[src/rtl/pdrdf_pkg.sv]
// Shared types and constants of the particle dead-reckoning delta filter.
package pdrdf_pkg;

    localparam int POINTS     = 65536;
    localparam int IDX_W      = $clog2(POINTS);
    localparam int FRAME_W    = 24;
    localparam int FIFO_DEPTH = 4;
    localparam int FIFO_AW    = $clog2(FIFO_DEPTH);

    // Configuration register indexes.
    localparam logic [1:0] CFG_STEP_TIME = 2'd0;
    localparam logic [1:0] CFG_POS_THR   = 2'd1;
    localparam logic [1:0] CFG_JP_THR    = 2'd2;

    // Bit of the status byte that carries the crushed flag.
    localparam logic [7:0] STATUS_CRUSHED = 8'b1000_0000;

    // Command codes.
    localparam logic CMD_FULL  = 1'b0;
    localparam logic CMD_DELTA = 1'b1;

    typedef struct packed {
        logic               cmd;
        logic [FRAME_W-1:0] frame;
        logic [IDX_W-1:0]   idx;
        logic [2:0][31:0]   pos;
        logic [2:0][31:0]   vel;
        logic [31:0]        jp;
        logic [7:0]         status;
    } t_item;

    typedef struct packed {
        logic [31:0] step_time;
        logic [30:0] pos_thr;
        logic [30:0] jp_thr;
        logic [61:0] pos_thr_sq;
    } t_cfg;

    typedef struct packed {
        logic  valid;
        t_item item;
    } t_head;

    typedef struct packed {
        logic [2:0][31:0]   pos;
        logic [2:0][31:0]   vel;
        logic [FRAME_W-1:0] frame;
    } t_rec;

    typedef struct packed {
        logic             valid;
        logic [IDX_W-1:0] idx;
        logic             pos_vel_refresh;
        logic             jp_refresh;
        logic             status_refresh;
        logic [7:0]       status_byte;
    } t_result;

endpackage

[src/rtl/pdrdf_front.sv]
// Front end: configuration registers, command acceptance and the item queue.
module pdrdf_front (
    input  logic                   i_clk,
    input  logic                   i_rst_n,
    input  logic                   i_cfg_valid,
    input  logic [1:0]             i_cfg_index,
    input  logic [31:0]            i_cfg_data,
    input  logic                   i_start,
    input  pdrdf_pkg::t_item       i_item,
    input  logic                   i_pop,
    output logic                   o_busy,
    output pdrdf_pkg::t_head       o_head,
    output pdrdf_pkg::t_cfg        o_cfg
);
    import pdrdf_pkg::*;

    logic [31:0] r_step_time;
    logic [30:0] r_pos_thr;
    logic [30:0] r_jp_thr;
    logic [61:0] r_pos_thr_sq;

    t_item              r_fifo [FIFO_DEPTH];
    logic [FIFO_AW-1:0] r_wr_ptr, r_rd_ptr;
    logic [FIFO_AW:0]   r_count;
    logic               push, pop;

    // Configuration writes; the squared threshold is registered from the stored position threshold.
    always_ff @(posedge i_clk) begin
        if (!i_rst_n) begin
            r_step_time <= '0;
            r_pos_thr   <= '0;
            r_jp_thr    <= '0;
        end else if (i_cfg_valid) begin
            unique case (i_cfg_index)
                CFG_STEP_TIME: r_step_time <= i_cfg_data;
                CFG_POS_THR:   r_pos_thr   <= i_cfg_data[30:0];
                CFG_JP_THR:    r_jp_thr    <= i_cfg_data[30:0];
                default: ;
            endcase
        end
    end

    always_ff @(posedge i_clk) begin
        r_pos_thr_sq <= r_pos_thr * r_pos_thr;
    end

    assign o_cfg = '{step_time: r_step_time, pos_thr: r_pos_thr,
                     jp_thr: r_jp_thr, pos_thr_sq: r_pos_thr_sq};

    // Queue between acceptance and execution.
    assign o_busy = (r_count == (FIFO_AW+1)'(FIFO_DEPTH));
    assign push   = i_start && !o_busy;
    assign pop    = i_pop && (r_count != '0);

    always_ff @(posedge i_clk) begin
        if (push) begin
            r_fifo[r_wr_ptr] <= i_item;
        end
    end

    always_ff @(posedge i_clk) begin
        if (!i_rst_n) begin
            r_wr_ptr <= '0;
            r_rd_ptr <= '0;
            r_count  <= '0;
        end else begin
            if (push) r_wr_ptr <= r_wr_ptr + 1'b1;
            if (pop)  r_rd_ptr <= r_rd_ptr + 1'b1;
            r_count <= r_count + (FIFO_AW+1)'(push) - (FIFO_AW+1)'(pop);
        end
    end

    assign o_head = '{valid: (r_count != '0), item: r_fifo[r_rd_ptr]};

endmodule

[config.mk]
export PLATFORM = sky130hd
export DESIGN_NAME = pdrdf_front
export DESIGN_NICKNAME = d
export VERILOG_FILES = /design/src/rtl/pdrdf_pkg.sv /design/src/rtl/pdrdf_front.sv
export SDC_FILE = /design/constraint.sdc
export NUM_CORES = 2
export LEC_CHECK = 0
export BUFFER_PORTS_ARGS = -buffer_cell sky130_fd_sc_hd__buf_4
export CAP_MARGIN = 20
export CELL_PAD_IN_SITES_DETAIL_PLACEMENT = 0
export CELL_PAD_IN_SITES_GLOBAL_PLACEMENT = 1
export CORE_MARGIN = 5
export CORE_UTILIZATION = 29
export DETAILED_ROUTE_END_ITERATION = 10
export PLACE_DENSITY_LB_ADDON = 0.05
export SYNTH_ARGS = -nofsm -noshare
export SYNTH_HDL_FRONTEND = slang
export SYNTH_SLANG_ARGS = --single-unit
[constraint.sdc]
create_clock -name i_clk -period 10.57 [get_ports i_clk]
set_input_delay 1.5855 -clock i_clk [delete_from_list [all_inputs] [get_ports i_clk]]
set_output_delay 1.5855 -clock i_clk [all_outputs]
set_load 0.01 [all_outputs]
==> load_flow_metrics.sql <==
INSERT INTO impl_metrics (metric_group, metric, value, unit) VALUES
('outcome', 'outcome', 'finished, final reports clean', ''),
('global_route', 'first_pass_grt_wire_length', '346600', 'um'),
('synthesis', 'synth_sequential_area_ratio', '0.5023', ''),
('timing', 'grt_setup_unrepaired', 'no', ''),
('clock_network', 'cts_inserted_buffers', '141', ''),
('clock_network', 'cts-root-buf', 'clkbuf_16', ''),
('power_and_ir_drop', 'switching_share', '0.2933', ''),
('clock_network', 'worstSkewPairLatency', '0.80', 'ns'),
('timing', 'tightest_slew', '1.228', 'ns'),
('timing', 'max_slew_margin', '0.1725', ''),
('timing', 'total_setup_violations_reported_at_the_end_of_the_flow', '0', ''),
('place', 'port_buffers', '741', ''),
('global_route', 'vias_in_the_first_global_route', '45480', ''),
('synthesis', 'number_of_enable_type_register_cells_in_the_synthesized_netlist', '1092', ''),
('setup_path', 'crit_family', 'adder cells', ''),
('synthesis', 'postSynth.topFlopCell', 'edfxtp_1', ''),
('layout', 'footprint_of_the_multi_input_gates', '31460', 'um2'),
('drt', 'routed_wire_length_per_instance', '26.44', 'um'),
('setup_path', 'crit_arrival', '9.96', 'ns'),
('layout', 'area.growth.synth_to_final', '19.80', '%'),
('clock_network', 'cts.path.max_buffers', '3', ''),
('layout', 'filler_cell_count', '24160', ''),
('layout', 'utilization', '0.3495', ''),
('die', 'floorplan.core_area', '246200', 'um2'),
('timing', 'period_share', '0.8787', ''),
('power_and_ir_drop', 'clock_network_power_share', '0.330', ''),
('synthesis', 'synthArstFlopShare', '0', ''),
('timing', 'timing.final.crit_period', '9.287', 'ns'),
('global_route', 'global_route.overflow_total', '0', ''),
('clock_network', 'cts.sinks', '1256', ''),
('setup_path', 'startpoint_type', 'flip-flop', ''),
('clock_network', 'cts_tree', 'done', ''),
('synthesis', 'library_cells_used_by_synthesis', '68', ''),
('place', 'place.gp.congestion', '0.8066', ''),
('layout', 'layout_common_cells', '1092 x edfxtp_1, 928 x inv_1, 813 x buf_4, 749 x fa_1, 485 x nand2_1', ''),
('die', 'num_io_pins', '743', ''),
('drt', 'vias', '40420', ''),
('hold_path', 'min-delay-path-class', 'reg -> reg', ''),
('die', 'initial_utilization', '0.2918', ''),
('drt', 'post_drt_via_cell_ratio', '4.423', ''),
('synthesis', 'synthCells', '4940', ''),
('synthesis', 'avgSynthCellArea', '14.54', 'um2'),
('synthesis', 'postSynthRegisterBits', '1256', ''),
('power_and_ir_drop', 'cellInternalPower', '0.01014', 'W'),
('power_and_ir_drop', 'power-per-cell-area', '166.7', 'nW/um2'),
('drt', 'detail-route-antenna-nets', '0', ''),
('clock_network', 'cts_max_level', '4', ''),
('layout', 'final_layout_size_suffix_gt1_frac', '0.2307', ''),
('layout', 'design_area', '86040', 'um2'),
('layout', 'fin_nets', '7028', ''),
('drt', 'drtPass1Iterations', '5', ''),
('synthesis', 'syn_area', '71820', 'um2'),
('clock_network', 'clkTransAtPathRegs', '0.06', 'ns'),
('setup_path', 'worstSetupPathType', 'reg -> reg', ''),
('layout', 'layout.area.seq', '36090', 'um2'),
('layout', 'leading_cell_type_in_the_layout_fill_and_taps_excluded', 'edfxtp_1', ''),
('die', 'row_count', '182', ''),
('global_route', 'antenna_found_initial', '82', ''),
('run', 'drv_cap', '0', ''),
('die', 'dieHeight', '507.7', 'um'),
('power_and_ir_drop', 'sequentialPowerShare', '0.426', ''),
('timing', 'skew', '0.05981', 'ns'),
('die', 'die_x', '507.7', 'um'),
('setup_path', 'worst_path_most_repeated_cell', 'fa_1', ''),
('place', 'placed_cell_area', '81510', 'um2'),
('power_and_ir_drop', 'leakage', '35.71', 'nW'),
('power_and_ir_drop', 'switchingPower', '0.004208', 'W'),
('setup_path', 'critical_path_peak_fanout', '6', ''),
('setup_path', 'delay_of_the_slowest_critical_path_stage', '0.96', 'ns'),
('global_route', 'grt_usage', '0.1879', ''),
('setup_path', 'critical-path-slowest-cell', 'o21ai_0', '');
## metrics by stage
stage	setup WS, ns	cells	hold WS [ns]	power (W)
floorplan	1.743	4940	0.4474	0.008018
global placement	1.141	8861	0.4545	0.009863
detailed placement	1.246	8862	0.4598	0.009852
CTS	1.192	9116	0.4684	0.01468
global route	0.9583	9117	0.4849	0.01505
finish	1.283	9139	0.4660	0.01435
## Yosys cell counts, types with 42 or more instances
cell type | count | area [um2]
clkbuf_1 | 164 | 615.6
fa_1 | 749 | 14990
ha_1 | 274 | 3428
inv_1 | 928 | 3483
buf_1 | 42 | 157.7
nor2_1 | 70 | 262.8
mux4_2 | 273 | 6148
a21boi_0 | 96 | 720.7
a21oi_1 | 75 | 375.4
xnor2_1 | 60 | 525.5
dfxtp_1 | 164 | 3283
edfxtp_1 | 1092 | 32790
nand2_1 | 485 | 1821
and2_1 | 203 | 1270
## state kept, by name (all words and copies together) (netlist names), named ones only
register      cells
r_jp_thr         31
r_step_time      32
r_rd_ptr          2
r_pos_thr        31
r_pos_thr_sq     61
r_fifo         1092
r_count           3
r_wr_ptr          2
## path summary, 6_finish.rpt
kind              slack, ns  cells past startpoint                to     startpoint
setup / recovery       1.28                     25  r_pos_thr_sq[53]  r_pos_thr[23]
hold / removal         0.47                      2       r_jp_thr[0]    r_jp_thr[0]
setup reg to reg       1.28                     25  r_pos_thr_sq[53]  r_pos_thr[23]
hold reg to reg        0.47                      2       r_jp_thr[0]    r_jp_thr[0]
## kinds of logic (layout without fill, tap and decap cells)
group                      count (synthesis)  in the layout  share of synthesized area
AOI/OAI and AO/OA                        311            311                    0.03017
other                                      1             24                 0.00005221
muxes                                    278            278                    0.08632
buffers and inverters                   1142           2006                    0.05996
DFF                                     1256           1256                     0.5023
and+or+nand+nor                          844            844                    0.05434
adders and majority gates               1023           1023                     0.2565
xor gates and xnor gates                  85             85                    0.01037
## per-layer routing
layer,track usage,share of wire
met3,0.08305,0.095
met1,0.2262,0.39
met5,0,0.0026
met4,0.03743,0.020
met2,0.3134,0.49
## final cells by class
class | count | area share
Clock inverter | 80 | 0.009408
Clock buffer | 174 | 0.04261
Timing Repair Buffer | 824 | 0.07358
Antenna cell | 23 | 0.0006689
Sequential cell | 1256 | 0.4195
Tap cell | 3312 | 0.04816
Inverter | 928 | 0.04048
Multi-Input combinational cell | 2542 | 0.3656
## worst register-to-register path, stage by stage, from the launching register on
cell     delay, ns
dfxtp_1       0.81
buf_4         0.27
inv_1         0.28
nor2_1        0.55
inv_1         0.12
fa_1          0.51
inv_1         0.06
fa_1          0.51
inv_1         0.06
fa_1          0.53
inv_1         0.05
fa_1          0.40
fa_1          0.59
fa_1          0.44
fa_1          0.50
fa_1          0.43
ha_1          0.54
a21oi_1       0.12
o21ai_0       0.96
or2_2         0.26
a21oi_1       0.08
a21oi_2       0.37
a21oi_4       0.14
o21ai_1       0.30
a31oi_1       0.15
xnor2_1       0.15
## power by group through the flow
| stage | Combinational (W) | Sequential (W) | Clock (W) |
|---|---|---|---|
| after detailed placement | 0.00363 | 0.00623 | 0 |
| after CTS | 0.00365 | 0.00612 | 0.00491 |
| after global placement | 0.00365 | 0.00621 | 0 |
| after floorplan | 0.00175 | 0.00627 | 0 |
| final | 0.00350 | 0.00611 | 0.00473 |
| after global routing | 0.00378 | 0.00615 | 0.00512 |
(Power assumes the default switching activity.)
